File: src/hmmd_pkg.sv
// Package for the handheld memory map decoder.
// Holds the beat types, target codes, address map constants and shared sizes.
// No dependencies.
package hmmd_pkg;

	localparam int WRAM_BYTES = 8192;
	localparam int WRAM_AW    = $clog2(WRAM_BYTES);
	localparam int HRAM_BYTES = 127;
	localparam int HRAM_AW    = $clog2(HRAM_BYTES);
	localparam logic [7:0] DMA_LENGTH = 8'd160;
	localparam logic [7:0] DMA_PAGE_MAX = 8'hF1;

	localparam logic [1:0] OP_READ  = 2'd0;
	localparam logic [1:0] OP_WRITE = 2'd1;
	localparam logic [1:0] OP_TICK  = 2'd2;
	localparam logic [1:0] OP_IDLE  = 2'd3;

	localparam logic [3:0] TGT_NONE    = 4'd0;
	localparam logic [3:0] TGT_BOOT    = 4'd1;
	localparam logic [3:0] TGT_CART    = 4'd2;
	localparam logic [3:0] TGT_VIDMEM  = 4'd3;
	localparam logic [3:0] TGT_JOYPAD  = 4'd4;
	localparam logic [3:0] TGT_TIMER   = 4'd5;
	localparam logic [3:0] TGT_IF      = 4'd6;
	localparam logic [3:0] TGT_VIDREG  = 4'd7;
	localparam logic [3:0] TGT_AUDIO   = 4'd8;
	localparam logic [3:0] TGT_IE      = 4'd9;
	localparam logic [3:0] TGT_WRAM    = 4'd10;
	localparam logic [3:0] TGT_HRAM    = 4'd11;
	localparam logic [3:0] TGT_DMAREG  = 4'd12;
	localparam logic [3:0] TGT_BLOCKED = 4'd13;

	localparam logic [15:0] ADDR_BOOT_END = 16'h0100;
	localparam logic [15:0] ADDR_VRAM     = 16'h8000;
	localparam logic [15:0] ADDR_CART_RAM = 16'hA000;
	localparam logic [15:0] ADDR_WRAM     = 16'hC000;
	localparam logic [15:0] ADDR_ECHO     = 16'hE000;
	localparam logic [15:0] ADDR_OAM      = 16'hFE00;
	localparam logic [15:0] ADDR_UNUSABLE = 16'hFEA0;
	localparam logic [15:0] ADDR_IO       = 16'hFF00;
	localparam logic [15:0] ADDR_HRAM     = 16'hFF80;
	localparam logic [15:0] ADDR_IE       = 16'hFFFF;
	localparam logic [15:0] ADDR_DMA      = 16'hFF46;
	localparam logic [15:0] ECHO_OFFSET   = 16'h2000;

	localparam logic REG_CART = 1'b0;

	typedef enum logic [1:0] {
		RD_IMM,
		RD_WRAM,
		RD_HRAM
	} rd_sel_t;

	typedef struct packed {
		logic [1:0]  operation;
		logic [15:0] address;
		logic [7:0]  write_data;
		logic [7:0]  elapsed_cycles;
	} in_t;

	typedef struct packed {
		logic [3:0]  target;
		logic [15:0] target_address;
		logic [7:0]  read_data;
		logic        forward_access;
		logic        dma_start;
		logic [7:0]  dma_page;
		logic        dma_busy;
	} out_t;

	typedef struct packed {
		logic       boot;
		logic       dma_active;
		logic [7:0] dma_left;
		logic [7:0] dma_src;
	} state_t;

	typedef struct packed {
		out_t    res;
		rd_sel_t rd_sel;
		logic    wram_en;
		logic    hram_en;
		logic    ram_we;
		state_t  nxt;
	} dec_t;

endpackage

File: src/hmmd_decode.sv
// Address decode and next-state logic for one bus beat.
// Depends on hmmd_pkg for beat types, target codes and the address map.
module hmmd_decode (
	input  hmmd_pkg::in_t    item,
	input  hmmd_pkg::state_t st,
	input  logic             cart,
	output hmmd_pkg::dec_t   dec
);

	function automatic logic [3:0] io_target(input logic [15:0] a);
		logic [3:0] t;
		t = hmmd_pkg::TGT_NONE;
		if (a == hmmd_pkg::ADDR_IO) t = hmmd_pkg::TGT_JOYPAD;
		else if (a >= 16'hFF04 && a <= 16'hFF07) t = hmmd_pkg::TGT_TIMER;
		else if (a == 16'hFF0F) t = hmmd_pkg::TGT_IF;
		else if (a == hmmd_pkg::ADDR_DMA) t = hmmd_pkg::TGT_DMAREG;
		else if (a >= 16'hFF40 && a <= 16'hFF4B) t = hmmd_pkg::TGT_VIDREG;
		else if (a >= 16'hFF10 && a < 16'hFF40) t = hmmd_pkg::TGT_AUDIO;
		return t;
	endfunction

	logic [15:0] a;
	logic [1:0]  op;
	logic        isw;
	logic        boot_now;
	logic [3:0]  io_tgt;

	assign a      = item.address;
	assign op     = item.operation;
	assign isw    = (op == hmmd_pkg::OP_WRITE);
	assign io_tgt = io_target(a);

	always_comb begin
		dec                    = '0;
		dec.nxt                = st;
		dec.rd_sel             = hmmd_pkg::RD_IMM;
		dec.ram_we             = isw;
		dec.res.target         = hmmd_pkg::TGT_NONE;
		dec.res.target_address = a;
		boot_now               = st.boot && (a != hmmd_pkg::ADDR_BOOT_END);
		priority if (op == hmmd_pkg::OP_TICK) begin
			dec.res.target_address = '0;
			if (st.dma_active) begin
				if (st.dma_left <= item.elapsed_cycles) begin
					dec.nxt.dma_left   = '0;
					dec.nxt.dma_active = 1'b0;
				end else begin
					dec.nxt.dma_left = st.dma_left - item.elapsed_cycles;
				end
			end
		end else if (op == hmmd_pkg::OP_IDLE) begin
			dec.res.target_address = '0;
		end else if (st.dma_active && a < hmmd_pkg::ADDR_IO) begin
			dec.res.target = hmmd_pkg::TGT_BLOCKED;
			if (!isw) dec.res.read_data = 8'hFF;
		end else if (a < hmmd_pkg::ADDR_VRAM
				|| (a >= hmmd_pkg::ADDR_CART_RAM && a < hmmd_pkg::ADDR_WRAM)) begin
			if (!isw) begin
				dec.nxt.boot = boot_now;
				if (boot_now && a < hmmd_pkg::ADDR_BOOT_END) begin
					dec.res.target         = hmmd_pkg::TGT_BOOT;
					dec.res.forward_access = 1'b1;
				end else begin
					dec.res.target         = hmmd_pkg::TGT_CART;
					dec.res.forward_access = cart;
				end
			end else begin
				dec.res.target         = hmmd_pkg::TGT_CART;
				dec.res.forward_access = !st.boot && cart;
			end
		end else if (a < hmmd_pkg::ADDR_CART_RAM
				|| (a >= hmmd_pkg::ADDR_OAM && a < hmmd_pkg::ADDR_UNUSABLE)) begin
			dec.res.target         = hmmd_pkg::TGT_VIDMEM;
			dec.res.forward_access = 1'b1;
		end else if (a < hmmd_pkg::ADDR_OAM) begin
			if (a >= hmmd_pkg::ADDR_ECHO) dec.res.target_address = a - hmmd_pkg::ECHO_OFFSET;
			dec.res.target = hmmd_pkg::TGT_WRAM;
			dec.wram_en    = 1'b1;
			if (!isw) dec.rd_sel = hmmd_pkg::RD_WRAM;
		end else if (a < hmmd_pkg::ADDR_IO) begin
			if (!isw) dec.res.read_data = 8'hFF;
		end else if (a < hmmd_pkg::ADDR_HRAM) begin
			dec.res.target = io_tgt;
			if (io_tgt == hmmd_pkg::TGT_DMAREG) begin
				if (isw) begin
					dec.nxt.dma_src = item.write_data;
					if (item.write_data <= hmmd_pkg::DMA_PAGE_MAX) begin
						dec.res.dma_start  = 1'b1;
						dec.nxt.dma_active = 1'b1;
						dec.nxt.dma_left   = hmmd_pkg::DMA_LENGTH;
					end
				end else begin
					dec.res.read_data = st.dma_src;
				end
			end else if (io_tgt == hmmd_pkg::TGT_NONE) begin
				if (!isw) dec.res.read_data = 8'hFF;
			end else begin
				dec.res.forward_access = 1'b1;
			end
		end else if (a < hmmd_pkg::ADDR_IE) begin
			dec.res.target = hmmd_pkg::TGT_HRAM;
			dec.hram_en    = 1'b1;
			if (!isw) dec.rd_sel = hmmd_pkg::RD_HRAM;
		end else begin
			dec.res.target         = hmmd_pkg::TGT_IE;
			dec.res.forward_access = 1'b1;
		end
		dec.res.dma_page = dec.nxt.dma_src;
		dec.res.dma_busy = dec.nxt.dma_active;
	end

endmodule

File: config.mk
export PLATFORM = sky130hd
export DESIGN_NAME = hmmd_decode
export DESIGN_NICKNAME = d
export VERILOG_FILES = /design/src/hmmd_pkg.sv /design/src/hmmd_decode.sv
export SDC_FILE = /design/constraint.sdc
export NUM_CORES = 1
export LEC_CHECK = 0
export BUFFER_PORTS_ARGS = -buffer_cell sky130_fd_sc_hd__buf_2
export CAP_MARGIN = 10
export CORE_UTILIZATION = 44
export DETAILED_ROUTE_END_ITERATION = 12
export MAX_ROUTING_LAYER = met4
export PLACE_DENSITY_LB_ADDON = 0.3
export SETUP_SLACK_MARGIN = 0.2
export SLEW_MARGIN = 20
export SYNTH_ARGS = -nofsm -noshare
export SYNTH_HDL_FRONTEND = slang
export SYNTH_SLANG_ARGS = --single-unit
File: constraint.sdc
create_clock -name vclk -period 3.3
set_input_delay 0.66 -clock vclk [all_inputs]
set_output_delay 0.66 -clock vclk [all_outputs]
set_load 0.02 [all_outputs]
=== Word-level counts from Yosys, hierarchy flattened ===
Index checks and enable logic that the tools add are counted.
Widths: inputs -> output; s select.

* Input bits: 53
* Word-level logic and storage cells: 127
* Output and inout port bits: 62
* Register bits after elaboration: 0

* $lt $le $gt $ge: 20
* Mux-type cells: 84
* Reductions and logical operators: 13
* Add/sub/neg operators: 2
* Equality and inequality tests: 8

{| class="wikitable"
|+ Operators by type and width
! kind !! count
|-
| $lt 16x16->1 const B || 9
|-
| $mux 17 || 7
|-
| $ge 16x16->1 const B || 6
|-
| $mux 16 || 5
|-
| $mux 4 || 19
|-
| $mux 8 || 9
|-
| $eq 16x16->1 const B || 3
|-
| $mux 24 || 2
|-
| $mux 18 || 2
|-
| $le 16x16->1 const B || 2
|-
| $mux 10 || 3
|-
| $mux 9 || 3
|-
| $mux 1 || 24
|-
| $mux 2 || 10
|-
| $lt 16x9->1 const B || 1
|-
| $ne 16x9->1 const B || 1
|-
| $sub 16x14->16 const B || 1
|-
| $logic_and 1x1->1 || 9
|-
| $le 8x8->1 || 1
|-
| $le 8x8->1 const B || 1
|-
| $sub 8x8->8 || 1
|-
| $eq 2x2->1 const B || 2
|-
| $eq 4x4->1 const B || 1
|-
| $logic_not 4->1 || 1
|-
| 3 further kinds || 4
|}

=== Logic depth before layout (Yosys ltp) ===
Gate-level depths: netlist of the first run.

* Word-level depth: 19
* Mapped depth: 9
* Gate-level depth less buffers: 9

=== Least setup slack after synthesis of the first run ===
Ideal clock, no wire load.

* Path kind: input-to-output
* Start point: input port item[21] in the netlist's numbering
* End point: output port dec[23] in the netlist's numbering
* Setup slack: 13 ps
* Stages: 7
* Arrival time: 2,627 ps
* Buffers on the path: 2
* Data required time: 2,640 ps
* Path through: buf_6 > or3_4 > or4_4 > nor4_4 > o22ai_1 > o21ai_0 > buf_4

{| class="wikitable"
|+ RTL lines
! element !! RTL line !! RTL
|-
| start: declaration || hmmd_decode.sv:4 || <nowiki>input hmmd_pkg::in_t item,</nowiki>
|-
| end: declaration || hmmd_decode.sv:7 || <nowiki>output hmmd_pkg::dec_t dec</nowiki>
|}

==> results.json, run 1 <==
{
  "detail_route.wl_per_cell_um": 14.69,
  "finalCritPeriodShare": 0.9474,
  "drcViolationCount": 0,
  "fillerInstances": 299,
  "grt_util_all_layers": 0.2913,
  "hold_path_class": "input port to output pin",
  "drive_gt1_frac": 0.4766,
  "setup_viol": 0,
  "syn-num-nets": 311,
  "ant_nets": 0,
  "fp-row-count": 21,
  "use_met3": 0.01642,
  "seq_cells": 0,
  "internal_power_mw": 0.1530,
  "outcome": "finished clean",
  "path_class": "input port to output pin",
  "rsz0062_at_grt": "yes",
  "ios": 115,
  "viasPerCell": 5.861,
  "arrival_ns": 2.47,
  "nClkBuffers": 0,
  "fp.dieArea_um2": 3911,
  "power.leakage_nw": 1.212,
  "crit_path_start_kind": "input port",
  "start_util": 0.4722,
  "grtUsageMet1": 0.3689,
  "grt-busiest-layer": "met2",
  "crit_path_end_kind": "output pin",
  "die_height_um": 62.54,
  "yosys.cell_types.count": 59,
  "layout-area-overhead-vs-synth_pct": 53.92,
  "core_um2": 3416,
  "cap_violations": 0,
  "yosysTopAreaCell": "ha_1",
  "synth_area_leaders": "ha_1 8.5%, mux2_2 5.6%, a21oi_1 5.3%, o21ai_0 5.3%, buf_4 4.7%",
  "gr-total-overflow": 0,
  "ys_seq_area_frac": 0,
  "seqPwrFrac": 0,
  "grt_pass1_vias": 2135,
  "power_density_nw_per_um2": 143.2,
  "cp_max_fo": 8,
  "relSlewSlack": 0.7052,
  "postSynthAreaPerCell_um2": 6.556,
  "netlist.area_leader.share": 0.08534,
  "multi_input_area_um2": 1543,
  "seq_area_um2": 0,
  "initialDrtViolationCount": 227,
  "grt_pass1_wl_um": 9542,
  "timing.final.hold_violations": 0,
  "ir_drop_uv": 63.80,
  "netSwitchingFraction": 0.5696,
  "slew_viol_final": 0,
  "period_needed_ns": 3.126,
  "dp_hpwl_um": 4418,
  "drtPass1Iterations": 4,
  "syn_inst": 246,
  "synthTopCellsByCount": "20 x nand2_1, 19 x inv_1, 17 x a21oi_1, 17 x nor2_1, 17 x o21ai_0",
  "place_congestion": 0.9636,
  "syn-cell-area_um2": 1613,
  "grt_use_met2": 0.5068,
  "nets": 430,
  "power.switching_mw": 0.2025,
  "die_w_um": 62.54,
  "tns_ns": 0,
  "portBuffers": 115,
  "finalHoldWorstSlack_ns": 1.671,
  "pwr-share-comb": 1.000,
  "antenna_found_initial": 0,
  "worstMarginPinSlew_ns": 0.4382,
  "diodes": 0,
  "yosysMostFrequentCell": "nand2_1",
  "required_ns": 2.64,
  "via_count": 2397,
  "timing.fmax_mhz": 319.9,
  "synth_warnings": 0,
  "clkPwrFrac": 0,
  "wl_um": 6009,
  "grt_max_degree": 23
}
## layer usage
metal / up-vias / part of all wire
met5: - / 0
met4: 0 / 0.018
met3: 12 / 0.051
met2: 114 / 0.52
met1: 1105 / 0.41
li1: 1166 / -
## placed cells by master, fill, tap and decap left out, types with 4 or more instances in the layout
master | synthesis | routed
buf_2 | 0 | 102
ha_4 | 0 | 4
a21oi_1 | 17 | 16
a41oi_1 | 4 | 4
nand4_1 | 5 | 5
nor2_1 | 17 | 16
a22o_1 | 5 | 5
nand3_1 | 10 | 9
nor2b_1 | 12 | 12
nor4_1 | 5 | 5
o21ai_0 | 17 | 14
ha_1 | 11 | 6
a211oi_1 | 6 | 6
inv_1 | 19 | 19
nor3_1 | 9 | 7
buf_4 | 10 | 22
buf_6 | 1 | 12
nand2_1 | 20 | 20
mux2_2 | 8 | 8
## power groups by stage
stage	sequential (mW)	combinational, mW	clock (mW)
after global routing	0	0.382	0
after detailed placement	0	0.312	0
after global placement	0	0.310	0
after floorplan	0	0.203	0
final	0	0.356	0
after CTS	0	0.334	0
## worst max-delay path: stages
cell and delay [ns]:
buf_2 0.11, ha_2 0.40, nor4_1 0.07, a21oi_1 0.15, o21ai_1 0.12, or4b_2 0.64
o2111ai_2 0.13, buf_4 0.18
## layout make-up
cell class	count	area share
Inverter	19	0.02873
Multi-Input combinational cell	208	0.6215
Tap cell	46	0.02319
Timing Repair Buffer	136	0.3266
## final timing paths
path  cells after the start    from      end
max                       8  st[12]  dec[15]
min                       3  st[12]  dec[12]
## per-stage QoR
step	util	cell area (µm²)	std cells	total power [mW]	setup slack [ns]
finish	0.7267	2482	409	0.3556	0.1736
global route	0.7267	2482	409	0.3820	0.06192
floorplan	-	1629	246	0.2025	0.1757
detailed placement	0.6656	2273	405	0.3115	0.01489
CTS	0.6982	2385	406	0.3340	0.1861
global placement	0.6656	2273	405	0.3100	0.08600
## timing repair
item | in CTS | in global routing
resized for setup | 27 | 19
pin swaps | 10 | 8
endpoints found under the setup margin | 11 | 39
hold buffers | 0 | 0
buffers inserted | 1 | 3
endpoints found under the hold margin | 0 | 0
## logic make-up after synthesis
kind of cell / after synthesis / share of synthesized area
simple gates: 107 / 0.3778
compound gates: 78 / 0.3359
buf+inv: 38 / 0.1164
fa+ha+maj: 12 / 0.09775
mux: 8 / 0.05586
xor+xnor: 3 / 0.01629
(Power assumes the default switching activity.)
==> inputs of run 2 (changes only) <==
--- a/config.mk
+++ b/config.mk
@@ -7,12 +7,11 @@
 export LEC_CHECK = 0
 export BUFFER_PORTS_ARGS = -buffer_cell sky130_fd_sc_hd__buf_2
 export CAP_MARGIN = 10
-export CORE_UTILIZATION = 44
+export CORE_UTILIZATION = 47
 export DETAILED_ROUTE_END_ITERATION = 12
 export MAX_ROUTING_LAYER = met4
 export PLACE_DENSITY_LB_ADDON = 0.3
 export SETUP_SLACK_MARGIN = 0.2
-export SLEW_MARGIN = 20
 export SYNTH_ARGS = -nofsm -noshare
 export SYNTH_HDL_FRONTEND = slang
 export SYNTH_SLANG_ARGS = --single-unit
==> constraint.sdc (replaced) <==
create_clock -name vclk -period 3.9
set_input_delay 0.78 -clock vclk [all_inputs]
set_output_delay 0.78 -clock vclk [all_outputs]
set_load 0.02 [all_outputs]
==> run 2 against run 1 <==
Total power down 29%. Via count shrank 5.5%. Global-route usage decreased by 1.7 points. Cell area fell by 13%. Non-clock buffer count decreased by 18. Clock-buffer cell count is the same. Flip-flop and latch count is the same. First-iteration DRC count decreased by 42%. Core utilization shrank 4.5 points. Critical path depth down 1. Sequential share of layout area did not move. Setup slack gained 0.19 ns. Largest power group unchanged.
==> results.json, run 2 (synthesis gave the netlist of run 1 again) <==
{
  "outcome": "finished clean",
  "clkPwrFrac": 0,
  "slew_viol_final": 0,
  "fin_area_um2": 2150,
  "seq_cells": 0,
  "netSwitchingFraction": 0.6090,
  "period_needed_ns": 3.540,
  "critPathSlowestCell": "or4_4",
  "grt_pass1_vias": 1817,
  "ios": 115,
  "power.leakage_nw": 1.083,
  "postCtsSetupRepairBufs": 0,
  "grt_pass1_wl_um": 7886,
  "power_density_nw_per_um2": 117.8,
  "ant_nets": 0,
  "final_cell_mix": "115 x buf_2, 20 x nand2_1, 19 x inv_1",
  "cp_num_buf_inv": 2,
  "start_util": 0.5115,
  "crit_family": "simple AND/OR/NAND/NOR gates",
  "gr-total-overflow": 0,
  "timing.fmax_mhz": 282.5,
  "cap_violations": 0,
  "grt_util_all_layers": 0.2747,
  "fp-row-count": 20,
  "dp_hpwl_um": 4225,
  "power.switching_mw": 0.1542,
  "finalHoldWorstSlack_ns": 1.914,
  "place_congestion": 1.082,
  "multi_input_area_um2": 1425,
  "drive_gt1_frac": 0.3942,
  "layout_commonest_cell": "buf_2",
  "grt_max_degree": 25,
  "cp_common_cell": "buf_2",
  "ir_drop_uv": 52.25,
  "portBuffers": 115,
  "detail_route.wl_per_cell_um": 13.19,
  "required_ns": 3.12,
  "nClkBuffers": 0,
  "place_ws_ns": 0.3460,
  "p_total_mw": 0.2532,
  "viasPerCell": 5.820,
  "wl_um": 5129,
  "crit_path_start_kind": "input port",
  "finalCritPeriodShare": 0.9076,
  "place_area_um2": 2150,
  "core_um2": 3153,
  "initialDrtViolationCount": 132,
  "drcViolationCount": 0,
  "timing.final.hold_violations": 0,
  "setup_viol": 0,
  "fin_ws_ns": 0.3603,
  "worstMarginPinSlew_ns": 0.5445,
  "internal_power_mw": 0.09902,
  "crit_path_end_kind": "output pin",
  "nets": 412,
  "layout-area-overhead-vs-synth_pct": 33.28,
  "cts_resized": 0,
  "relSlewSlack": 0.6322,
  "tns_ns": 0,
  "antenna_found_initial": 0,
  "pwr-share-comb": 1.000,
  "via_count": 2264,
  "fillerInstances": 327,
  "die_height_um": 60.58,
  "hold_path_class": "input port to output pin",
  "cp_max_fo": 9,
  "arrival_ns": 2.76,
  "max_stage_delay_ns": 0.57,
  "seqPwrFrac": 0,
  "path_class": "input port to output pin",
  "seq_area_um2": 0,
  "cts_hold_buf": 0,
  "diodes": 0,
  "fp.dieArea_um2": 3670,
  "rsz0062_at_grt": "no",
  "die_w_um": 60.58,
  "worstPathCellList": "buf_2 > or3_4 > or4_4 > nor4_4 > nor2_2 > a22o_1 > buf_2",
  "drtPass1Iterations": 4
}
run 2: layout make-up:
type	instances	share of cell area
inverters	19	0.03318
multi-input cells	208	0.6630
well taps	44	0.02561
repair buffers	118	0.2782
run 2: power groups by stage:
stage / registers [mW] / logic, mW / clock network (mW)
finish: 0 / 0.253 / 0
global route: 0 / 0.278 / 0
CTS: 0 / 0.252 / 0
detailed placement: 0 / 0.251 / 0
global placement: 0 / 0.247 / 0
floorplan: 0 / 0.169 / 0
run 2: stage by stage:
step,utilization,std cells
floorplan,-,246
global placement,0.6817,389
detailed placement,0.6817,389
CTS,0.6817,389
global route,0.6817,389
finish,0.6817,389
run 2: per-layer routing:
| layer | global-route usage | wire length [µm] | vias to the layer above |
|---|---|---|---|
| li1 | - | - | 1127 |
| met1 | 0.3624 | 2271 | 1029 |
| met2 | 0.4882 | 2474 | 104 |
| met3 | 0.006397 | 357 | 4 |
| met4 | 0.01948 | 25 | 0 |
| met5 | - | 0 | - |
run 2: final timing paths:
path                 start  endpoint  slack, ns  cells past startpoint
setup / recovery  item[21]    dec[8]       0.36                      7
hold / removal       st[0]   dec[34]       1.91                      4
